### src/swmm_cell.sv
// One stage of the sample shift line with its deque membership bit.
// Standalone; instantiated in a row by the top level.
module swmm_cell #(
   parameter int VALUE_WIDTH = 32
) (
   input  logic                          clock,
   input  logic                          reset,
   input  logic                          shift_en,
   input  logic                          start,
   input  logic                          in_window,
   input  logic                          find_max,
   input  logic signed [VALUE_WIDTH-1:0] sample_value,
   input  logic                          prev_alive,
   input  logic signed [VALUE_WIDTH-1:0] prev_value,
   input  logic                          prefix_ok,
   output logic                          pass_out,
   output logic                          alive,
   output logic signed [VALUE_WIDTH-1:0] value
);

   logic                          alive_ff, alive_in;
   logic signed [VALUE_WIDTH-1:0] value_ff;
   logic                          kept;
   logic                          dominated;
   logic                          kill;

   // Membership after start clearing and retirement, before popping.
   assign kept = prev_alive && !start && in_window;
   assign dominated = find_max ? (sample_value > prev_value) : (prev_value > sample_value);
   // A dead stage or a dominated member lets the pop reach further back in time.
   assign pass_out = !kept || dominated;
   assign kill = kept && dominated && prefix_ok;
   assign alive_in = kept && !kill;

   always_ff @(posedge clock) begin
      if (reset) begin
         alive_ff <= 1'b0;
      end else if (shift_en) begin
         alive_ff <= alive_in;
      end
   end

   always_ff @(posedge clock) begin
      if (shift_en) begin
         value_ff <= prev_value;
      end
   end

   assign alive = alive_ff;
   assign value = value_ff;

endmodule

### config.mk
export PLATFORM = sky130hd
export DESIGN_NAME = swmm_cell
export DESIGN_NICKNAME = d
export VERILOG_FILES = /design/src/swmm_cell.sv
export SDC_FILE = /design/constraint.sdc
export NUM_CORES = 1
export LEC_CHECK = 0
export BUFFER_PORTS_ARGS = -buffer_cell sky130_fd_sc_hd__buf_2
export CAP_MARGIN = 5
export CORE_UTILIZATION = 49
export CTS_BUF_LIST = sky130_fd_sc_hd__clkbuf_8
export CTS_CLUSTER_SIZE = 10
export DETAILED_ROUTE_END_ITERATION = 8
export PLACE_DENSITY = 0.94
export SLEW_MARGIN = 20
export SYNTH_ARGS = -nofsm -noshare
export SYNTH_HDL_FRONTEND = slang
export SYNTH_SLANG_ARGS = --single-unit
### constraint.sdc
create_clock -name clock -period 3.2 [get_ports clock]
set_clock_uncertainty 0.2 [all_clocks]
set_input_delay 0.16 -clock clock [delete_from_list [all_inputs] [get_ports clock]]
set_output_delay 0.16 -clock clock [all_outputs]
set_load 0.05 [all_outputs]
# After elaboration in Yosys (flattened, before gate mapping)
# Cells that the tools add are included.
# word_totals
reg_bits	33
latchBits	0
ramBits	0
rom_bits	0
out_inout_bits	34
elab_cells	14
mem_count	0
# classes
n_addsub	0
multipliers	0
n_div	0
magnitude_cmp	2
eq_ne	0
n_shift	0
mux	1
bitwise_logic	0
reduce_logical	9
# ops
cell	n
$gt A32 B32 Y1	2
$logic_and A1 B1 Y1	5
$logic_not A1 Y1	3
$logic_or A1 B1 Y1	1
$mux W1	1

# Longest topological paths before layout
# logic_depth
word_depth	7
ltp_mapped	9
depth_no_buf	9

# Worst setup path before layout
# OpenSTA, ideal clock, no wires.
# synth_timing
path_kind	input to output
startpoint	in sample_value[7]
endpoint	out pass_out
arrival_ns	1.949
required_ns	2.840
path_slack_ns	0.891
cell_stages	9
path_cell_list	inv_1 > ha_1 > a21oi_1 > o21ai_0 > a221oi_1 > a31oi_1 > o211a_1 > a211oi_2 > nand2b_1
# synth_between
elab_chain_cells	3
word_cells_on_any_way	4
cone_classes	2 x order compare; 1 x mux; 1 x reduce/logical
# synth_lines
item	line	rtl
start: declaration	12	input logic signed [VALUE_WIDTH-1:0] sample_value,
$gt A32 B32 Y1	29	assign dominated = find_max ? (sample_value > prev_value) : (prev_value > sample_value);
$mux W1 (*)	29	
$logic_or A1 B1 Y1 (*)	31	assign pass_out = !kept || dominated;
end: declaration	16	output logic pass_out,
# Every way passes the cells marked *; elsewhere a longest branch is shown, timed or not.

# Worst setup path after layout
# layout_timing
startpoint	in prev_value[31]
endpoint	out pass_out
# layout_between
elab_chain_cells	3
word_cells_on_any_way	4
cone_classes	2 x order compare; 1 x mux; 1 x reduce/logical
# layout_lines
item	line	rtl
start: declaration	14	input logic signed [VALUE_WIDTH-1:0] prev_value,
$gt A32 B32 Y1	29	
$mux W1 (*)	29	
$logic_or A1 B1 Y1 (*)	31	
# Marked as above.

==> results by group <==
Flow run
  • Number of max-cap violations: 0

CTS
  • Sink Count: 33
  • Worst-Skew Late Latency: 270 ps
  • H-tree depth: 2
  • CTS tree: done
  • Clock slew at the register clock pins of the worst setup and hold paths: 60 ps
  • Post-CTS setup buffer count: 0
  • Root buf cell: clkbuf_8
  • Clock buffer depth: 2
  • Total CTS buffers: 5

GRT
  • Initial antenna violation count: 0
  • First-pass GRT wire length: 8.397 mm
  • Vias in the first global route: 1988
  • Largest net degree at the start of global routing: 36
  • Total grt overflow: 0
  • Total GRT Usage: 27.20%

STA
  • RSZ-0062 raised after global routing: no
  • Fmax: 329.2 MHz
  • Count of final setup violators: 0
  • TNS Setup: 0 ps
  • Worst-Margin Slew: 798.0 ps
  • Tcrit/Tclk final: 94.93%
  • Max-slew violations: 0
  • Crit path time final: 3038 ps
  • Hold Fails Final Rpt: 0
  • Slew headroom: 46.80%

Cells and area
  • Most common cell after layout, fill and taps aside: buf_2
  • Nets: 410
  • Layout area overhead: 54.56%
  • Most frequent cells in the layout: buf_2 (104), inv_1 (33), dlygate4sd3_1 (33), ha_1 (32), edfxtp_1 (32)
  • Share of post-route cells with drive strength above 1: 38.11%
  • Diode count: 0

Route
  • Routed met3 length: 217 um
  • DR top layer: met4
  • Routed WL: 5.379 mm
  • Metal1 wirelength: 1.864 mm
  • DRC viols: 0
  • Drt wl/cell: 15.15 um
  • Drt pass-1 iters: 4
  • WL met2: 2.975 mm
  • Vias: 1823
  • Vias/cell: 5.135
  • Number of DRC markers in iteration 0: 87
  • Antenna viol nets, final: 0

Status
  • Status: complete, no violations

Power and ir drop
  • Clock power frac: 29.9%
  • P_int: 0.8657 mW
  • Worst VDD drop: 229.5 uV
  • Total chip power: 1.254 mW
  • Power Dens Cells: 425.8 nW/um2
  • Sw power: 0.3885 mW
  • Static leakage: 1.501 nW
  • Gate power share: 28.7%
  • Power share of the sequential group: 41.4%
  • Sw Ratio: 30.98%

Worst setup path
  • Peak fanout along the critical path: 4
  • Slowest CP cell: dlygate4sd3_1
  • CP arrival: 2680 ps
  • CP required: 2840 ps
  • CP cell instances: dlygate4sd3_1 > buf_2 > ha_1 > nand4_2 > nor4_4 > a22oi_1 > and3_1 > a211oi_2 > nand2b_1 > buf_4
  • Slowest Stage Delay on Critical Path: 530 ps
  • CP Launch Type: primary input
  • CP Class: in2out
  • Worst Setup End Kind: output pin

Yosys
  • Seq/Total Area, Yosys: 51.48%
  • Syn Area/Cell: 11.84 um2
  • Asr flop ratio synth: 0%
  • Primary FF master, synth: edfxtp_1
  • Ys Warns: 0
  • Yosys cell types: 29
  • Flop and latch count out of synthesis: 33
  • Post-synth EDFFs: 32
  • Syn_nets: 265
  • Mapped Cells: 161
  • Syn Std Cell Area: 1906 um2

Placed design
  • Port bufs: 105
  • Gpl congestion: 0.8231
  • Detail Placement HPWL: 3.604 mm

Floorplanning
  • Core area: 3689 um2
  • Row Count: 22
  • Die Ht: 64.36 um
  • Initial core utilization: 51.66%
  • DIE WIDTH: 64.36 um
  • Num ports: 106
  • DIE AREA: 4142 um2

Hold path
  • Worst Hold Class: in2reg
==> worst max-delay path: cells and delay by family <==
kind | cells | cell delay, ps
adder cells (fa/ha/maj) | 1 | 350
AO/OA/AOI/OAI | 2 | 400
buffers and inverters | 3 | 850
AND/OR/NAND/NOR | 4 | 910
==> path summary, 6_finish.rpt <==
kind | startpoint | depth (start not counted) | end | slack (ps)
hold reg to reg | alive | 3 | alive | 460
setup reg to reg | alive | 3 | alive | 2230
setup / recovery | prev_value[31] | 10 | pass_out | 160
hold / removal | prefix_ok | 4 | alive | 40
==> layout make-up <==
type,count,area [um2]
sequential,33,980.9
timing repair buffer,138,858.3
multi-input combinational,96,819.5
fill,226,743.2
inverter,32,120.1
clock buffer,5,68.82
tap,48,60.06
clock inverter,3,37.54
==> synth_stat cells, drive strengths merged, types with 2 or more instances <==
| cell type | count | area share, % |
|---|---|---|
| nand2 | 10 | 2.0 |
| nand4 | 5 | 2.3 |
| a21oi | 15 | 3.9 |
| a221oi | 2 | 0.92 |
| o21ai | 6 | 1.6 |
| nand3 | 4 | 1.1 |
| nor2 | 3 | 0.59 |
| ha | 32 | 21 |
| inv | 32 | 6.3 |
| nor4 | 2 | 1.8 |
| nor3b | 3 | 1.2 |
| nand2b | 2 | 0.66 |
| edfxtp | 32 | 50 |
==> flip-flops by register name, indices dropped and copies added, names as in the netlist <==
name / cells
alive: 1
value: 32
==> per-stage QoR <==
step           instances  worst slack [ps]  util [%]  cell area (um2)  hold slack (ps)
2_1_floorplan        161             890.9         -             1906            58.87
3_3_place_gp         314             700.3     67.54             2491            152.0
6_report             355             162.4     79.85             2945            41.86
4_1_cts              355             74.59     79.38             2928            43.58
5_1_grt              355             24.66     79.85             2945            70.76
3_5_place_dp         314             625.8     67.54             2491            154.8
==> logic make-up after synthesis <==
| group | after synthesis | share of synthesized area [%] |
|---|---|---|
| buf+inv | 32 | 6.304 |
| flops | 33 | 51.48 |
| compound gates | 29 | 9.258 |
| fa+ha+maj | 32 | 21.01 |
| simple gates | 34 | 11.49 |
| xor+xnor | 1 | 0.4597 |
==> layer usage <==
| layer | vias up | global-route usage (%) |
|---|---|---|
| li1 | 868 | - |
| met1 | 837 | 26.00 |
| met2 | 85 | 50.66 |
| met3 | 33 | 3.929 |
| met4 | 0 | 22.22 |
| met5 | - | 0 |
==> power by group through the flow <==
stage / Combinational (mW) / Clock (mW) / Sequential, mW
after detailed placement: 0.318 / 0 / 0.529
after floorplan: 0.0879 / 0 / 0.647
after global placement: 0.307 / 0 / 0.526
after global routing: 0.386 / 0.398 / 0.521
after CTS: 0.350 / 0.379 / 0.519
final: 0.360 / 0.375 / 0.519
==> repair_timing <==
item | CTS | global route
resized for setup | 0 | 4
endpoints found under the hold margin | 33 | 0
hold buffers | 33 | 0
endpoints found under the setup margin | 0 | 1
Power figures use the tool's default switching activity.
