## src/swmm_prefix.sv

```systemverilog
// Log-depth prefix AND over the pass bits of the stage row.
// Standalone; used by the top level to decide how far back a pop reaches.
module swmm_prefix #(
   parameter int DEPTH = 64
) (
   input  logic [DEPTH-1:0] pass_in,
   output logic [DEPTH-1:0] prefix_out
);

   logic [DEPTH-1:0] incl;
   logic [DEPTH-1:0] prior;

   always_comb begin
      incl = pass_in;
      for (int stride = 1; stride < DEPTH; stride = stride * 2) begin
         prior = incl;
         for (int i = 0; i < DEPTH; i++) begin
            if (i >= stride) begin
               incl[i] = prior[i] & prior[i - stride];
            end
         end
      end
   end

   // Exclusive form: stage j sees the AND of all younger stages.
   assign prefix_out = {incl[DEPTH-2:0], 1'b1};

endmodule

```

## config.mk

```make
export PLATFORM = sky130hd
export DESIGN_NAME = swmm_prefix
export DESIGN_NICKNAME = d
export VERILOG_FILES = /design/src/swmm_prefix.sv
export SDC_FILE = /design/constraint.sdc
export NUM_CORES = 1
export LEC_CHECK = 0
export ABC_AREA = 0
export BUFFER_PORTS_ARGS = -buffer_cell sky130_fd_sc_hd__buf_2
export CORE_ASPECT_RATIO = 1.5
export CORE_MARGIN = 2
export CORE_UTILIZATION = 32
export DETAILED_ROUTE_END_ITERATION = 8
export PLACE_DENSITY = 0.95
export REMOVE_ABC_BUFFERS = 1
export SLEW_MARGIN = 20
export SYNTH_ARGS = -nofsm -noshare
export SYNTH_HDL_FRONTEND = slang
export SYNTH_SLANG_ARGS = --single-unit
export TNS_END_PERCENT = 5
```

## constraint.sdc

```tcl
create_clock -name vclk -period 2.9
set_input_delay 0.145 -clock vclk [all_inputs]
set_output_delay 0.145 -clock vclk [all_outputs]
set_load 0.005 [all_outputs]
```

# Word level (Yosys, flattened, before mapping)
# Index checks and enable logic that the tools add are counted.
# totals
in_bits	64
reg_bits	0
output_inout_bits	64
wordCells	315
# op_classes
n_bitwise	315
# ops
operator	count
$and 1x1->1	315

# Longest topological paths before layout
# Gate-level depths: netlist of run 1.
# depth
ltp_word	6
depth_mapped	5
depth_no_buf	5

# Worst setup path before layout of run 1
# No wires, ideal clock.
# synth_path
path_type	input -> output
start	in pass_in[14]
end	out prefix_out[39]
path_stages	4
path_slack_ps	1440
arrival_ps	1315
n_path_buf	0
cell_sequence	nand4_1 nor4_4 nand3_1 nor4_1
# synth_between
elab_chain_cells	6
# synth_rtl
element	line_no	source
from (decl)	6	input logic [DEPTH-1:0] pass_in,
$and 1x1->1 (6 in series)	19	incl[i] = prior[i] & prior[i - stride];
to (decl)	7	output logic [DEPTH-1:0] prefix_out
# No other way between the ends.

# Worst setup path after layout of run 1
# layout_path
start	in pass_in[0]
end	out prefix_out[39]
# layout_between
elab_chain_cells	3
# layout_rtl
element	line_no
$and 1x1->1 (3 in series)	19
# No other way between the ends.

==> impl_results.md, run 1 <==
* Hold-fix buffers, CTS at 0
* Synth cell types at 16
* Post-Syn Area at 780.7 um2
* Most Crowded Layer GR: met2
* Part of the Yosys area used for sequential elements at 0%
* Num sequential at 0
* Post-CTS Resized at 0
* Post-synth top cells: 28 x nor2_1, 27 x nand2_1, 23 x nor3_1
* Crit-path max FO at 6
* Drt wl/cell at 12.30 um
* Cells after synthesis at approximately 160
* Largest net degree at the start of global routing at 10
* Total wire length at 3763 um
* Clock buffer cells at 0
* Unrepaired setup endpoints after global routing: false
* Number of max-cap violations at 0
* Routability cong. at 0.8905
* Area leader, netlist: nor3_1
* Post-DRT Antenna Nets at 0
* Initial core utilization at 34.15%
* Ranking of synthesized cells by area: nor3_1 15%, nand3_1 13%, nor2_1 13%
* Final count of hold timing violations at 0
* Die Width at 44.33 um
* Pwr Density at 63.39 mW/mm2
* Crit path required time at 2.76 ns
* CP startpoint kind: primary input
* First-pass GRT wire length at 5913 um
* Setup TNS at 0 ns
* 1st-pass router iterations at 6
* Diode count at 0
* Port Buffers at 126
* Synthesis Warnings at 0
* Top-count cell post-synth: nor2_1
* Max_slew headroom at 57.79%
* Total vias in the final route at between 1500 and 2000
* Register area at 0 um2
* Top Ports at 128
* First DRT Iteration DRCs at 29
* Critical Path AT at 1.78 ns
* HP Class: primary input to primary output
* M1 GR Usage at 25.55%
* Final setup vio count at 0
* Share of layout cells above drive strength 1 at 46.64%
* Synth-to-layout area growth at 82.85%
* VDD IR max at 0.04643 mV
* Crit. End Element: primary output
* Max Transition Viols Final at 0
* # Post-CTS Setup Buffers at 0
* Global route total overflow at 0
* Met3 Usage GRT at 1.671%
* NumNets Final at 349
* Die H at about 64 um
* Critical path class: primary input to primary output
* GRT met2 Usage at a little over half
* Least-Margin Pin Slew at 0.6284 ns
* Status: finished, final reports clean
* Post-synthesis average cell area at between 4 and 5 um2
* Placeable Area at 0.002286 mm2
* Number of global-route vias before repair at 1495
* Pwr Total at slightly above 90 uW
* DRC violations left at 0
* DR vias/cell at roughly 5.4
* Yosys top cell area share at 14.74%
* Gr usage total at 25.46%
* P_leak at between 0.0008 and 0.0009 uW
* # rows at 21
* Max Fclk at 0.5207 GHz
* Die ar. at 0.002859 mm2
* Min cycle time layout at slightly below 2 ns
* Final Cycle Share at around two thirds
* Dpl hpwl at about 3400 um
* Initial antenna violation count at 0
## final timing paths
kind / startpoint / to / slack, ns / cells after the start
min: pass_in[0] / prefix_out[1] / 0.51 / 2
max: pass_in[0] / prefix_out[39] / 0.98 / 7
## routing by layer
metal	routed length, um	vias up
met5	0	-
met3	296	6
li1	-	822
met1	1321	718
met2	2109	93
met4	35	0
## power by group
group / internal [uW] / leakage [uW] / switching [uW]
clock network: 0 / 0 / 0
logic: 41.8 / 0.000870 / 48.7
registers: 0 / 0 / 0
total: 41.8 / 0.000870 / 48.7
## kinds of logic after synthesis
family,share of synthesized area (%)
and+or+nand+nor,89.74
other,0.4803
buffers and inverters,9.774
## stage by stage
| step | cell area (um2) | utilization, % | setup slack [ns] | std cells | hold WS [ns] |
|---|---|---|---|---|---|
| 2_1_floorplan | 760.7 | - | 1.131 | 156 | 0.2900 |
| 3_3_place_gp | 1428 | 62.45 | 0.9697 | 306 | 0.4938 |
| 3_5_place_dp | 1428 | 62.45 | 0.9635 | 306 | 0.5053 |
| 4_1_cts | 1428 | 62.45 | 0.9537 | 306 | 0.5061 |
| 5_1_grt | 1428 | 62.45 | 0.6582 | 306 | 0.5174 |
| 6_report | 1428 | 62.45 | 0.9793 | 306 | 0.5068 |
## layout make-up
type	instances	area, um2
Timing Repair Buffer	127	638.1
Inverter	15	56.30
Fill cell	251	858.3
Tap cell	23	28.78
Multi-Input combinational cell	141	704.4
## layout by cell type (no fill, tap or decap)
master    netlist  final
inv_1          15     15
nand2b_1        1      1
nor4_4          1      1
and2_1          2      2
buf_4           2      1
nand3_1        21     21
buf_2           1    126
conb_1          1      1
nand2_1        27     27
nor2_1         28     28
nand4_1        16     16
and3_2          2      2
or2_2           2      2
nor3_1         23     23
nor4_1         10     10
and3_1          7      7
## worst max-delay path: stages
cell and delay, ns:
buf_2 0.11, nand4_1 0.16, nor3_1 0.51, buf_4 0.24, nand3_1 0.13, nor4_1 0.32
buf_2 0.17
No activity file was read; power rests on OpenSTA's default activity.
==> run 2: changes to the inputs <==
CORE_UTILIZATION = 27   (was 32)
PLACE_DENSITY = 0.89   (was 0.95)
clock period = 1.7 ns   (was 2.9 ns; I/O delays follow)
==> impl_results.md, run 2 (synthesis results as in run 1) <==
* Number of global-route vias before repair at 1463 (was 1495)
* Pwr Density at 101.6 mW/mm2 (was 63.39 mW/mm2)
* Initial antenna violation count at 0 (unchanged)
* Global route total overflow at 0 (unchanged)
* Pwr Total at 156.9 uW (was 90.50 uW)
* Synth-to-layout area growth at 97.92% (was 82.85%)
* CP startpoint kind: primary input (unchanged)
* Num sequential at 0 (unchanged)
* Die H at 69.86 um (was 64.50 um)
* Share of layout cells above drive strength 1 at 50.17% (was 46.64%)
* Combinational power share at 100.0% (about the same)
* Die ar. at 0.003347 mm2 (was 0.002859 mm2)
* First-pass GRT wire length at 5761 um (was 5913 um)
* Min cycle time layout at approximately 1.6 ns
* Diode count at 0 (unchanged)
* First DRT Iteration DRCs at 54 (was 29)
* Hold-fix buffers, CTS at 0 (unchanged)
* Status: finished, final reports clean (unchanged)
* Clk pwr share at 0% (about the same)
* Internal power at 73.23 uW (was 41.84 uW)
* Crit. End Element: primary output (unchanged)
* Clock buffer cells at 0 (unchanged)
* Gr usage total at 21.72% (was 25.46%)
* # rows at 23 (was 21)
* Worst hold stages at 2 (unchanged)
* Most frequent cells in the layout: 126 x buf_2, 28 x nor2_1, 26 x nand2_1 (was 126 x buf_2, 28 x nor2_1, 27 x nand2_1)
* Met3 Usage GRT at 4.910% (was 1.671%)
* 1st-pass router iterations at 4 (was 6)
* HP Class: primary input to primary output (unchanged)
* Fill cells at 306 (was 251)
* Top Ports at 128 (unchanged)
* Final Cycle Share at 95.41%
* VDD IR max at 0.05409 mV (was 0.04643 mV)
* Total wire length at 4038 um (was 3763 um)
* DRC violations left at 0 (unchanged)
* DP Worst Slack at 0.04032 ns (was 0.9635 ns)
* Routability cong. at 0.7622 (was 0.8905)
* P_leak at 0.0009213 uW (was 0.0008702 uW)
* Most Crowded Layer GR: met2 (unchanged)
* Switch share at 53.33% (was 53.77%)
* M1 GR Usage at 19.84% (was 25.55%)
* Hold Crit Endpoint: prefix_out[1] (unchanged)
* Crit-path max FO at 4 (was 6)
* Final count of hold timing violations at 0 (unchanged)
* Min-delay src: pass_in[0] (unchanged)
* Unrepaired setup endpoints after global routing: true (was false)
* Drt wl/cell at 12.24 um (was 12.30 um)
* Largest net degree at the start of global routing at 11 (was 10)
* Dpl hpwl at 3584 um (was 3360 um)
* Final setup vio count at 0 (unchanged)
* Placeable Area at 0.002705 mm2 (was 0.002286 mm2)
* Critical path class: primary input to primary output (unchanged)
* DR vias/cell at 5.152 (was 5.356)
* Critical Path AT at 1.54 ns (was 1.78 ns)
* NumNets Final at 359 (was 349)
* Fin worst setup slack at 0.07801 ns (was 0.9793 ns)
* Number of max-cap violations at 0 (unchanged)
* Register share of total power at 0% (about the same)
* Max Transition Viols Final at 0 (unchanged)
* Max Fclk at 0.6165 GHz
* Most common cell after layout, fill and taps aside: buf_2 (unchanged)
* Crit path required time at 1.62 ns (was 2.76 ns)
* Psw at 83.69 uW (was 48.66 uW)
* Die Width at 47.91 um (was 44.33 um)
* Register area at 0 um2 (unchanged)
* GRT met2 Usage at 45.48% (was 53.68%)
* Total vias in the final route at 1700 (was 1639)
* Initial core utilization at 28.86% (was 34.15%)
* Post-DRT Antenna Nets at 0 (unchanged)
* Port Buffers at 126 (unchanged)
-- run 2: worst max path at each step --
stage | cells past startpoint | to | slack [ns] | startpoint
final | 7 | prefix_out[39] | 0.08 | pass_in[17]
after global routing | 7 | prefix_out[59] | -0.04 | pass_in[17]
after CTS | 7 | prefix_out[59] | 0.02 | pass_in[12]
after detailed placement | 7 | prefix_out[59] | 0.04 | pass_in[12]
after global placement | 7 | prefix_out[63] | 0.04 | pass_in[13]
after floorplan | 4 | prefix_out[49] | 0.05 | pass_in[2]
-- run 2: area by class of cell --
type	count	area, um2	area share (%)
Multi-Input combinational cell	141	729.5	47.21
Timing Repair Buffer	137	713.2	46.15
Inverter	15	56.30	3.644
Tap cell	37	46.29	2.996
-- run 2: power by group through the flow --
stage / Sequential [uW] / Clock (uW) / Combinational, uW
after floorplan: 0 / 0 / 41.2
after detailed placement: 0 / 0 / 154
final: 0 / 0 / 157
after CTS: 0 / 0 / 154
after global routing: 0 / 0 / 174
after global placement: 0 / 0 / 149
-- run 2: critical path, cell delays in order --
cell,delay [ns]
buf_2,0.11
nand4_1,0.19
nor4_4,0.36
buf_4,0.17
nand3_1,0.14
nor4_2,0.31
buf_2,0.17
-- run 2: routing by layer --
layer,vias to the layer above,wire (um)
met3,0,441
met5,-,0
li1,841,-
met4,0,0
met2,96,2262
met1,763,1335
-- run 2: timing repair --
item,CTS,global route
endpoints found under the hold margin,0,0
setup endpoints to repair,0,12
buffers inserted,0,2
gates resized for setup,0,5
-- run 2: metrics by stage --
step / std cells / setup TNS, ns / util, % / cell area (um2) / hold WS (ns)
final: 330 / 0 / 57.12 / 1545 / 0.3786
after global routing: 330 / -0.08463 / 57.12 / 1545 / 0.3928
after CTS: 328 / 0 / 55.64 / 1505 / 0.3801
after detailed placement: 328 / 0 / 55.64 / 1505 / 0.3796
after global placement: 328 / 0 / 55.64 / 1505 / 0.3735
after floorplan: 156 / 0 / - / 760.7 / 0.1700
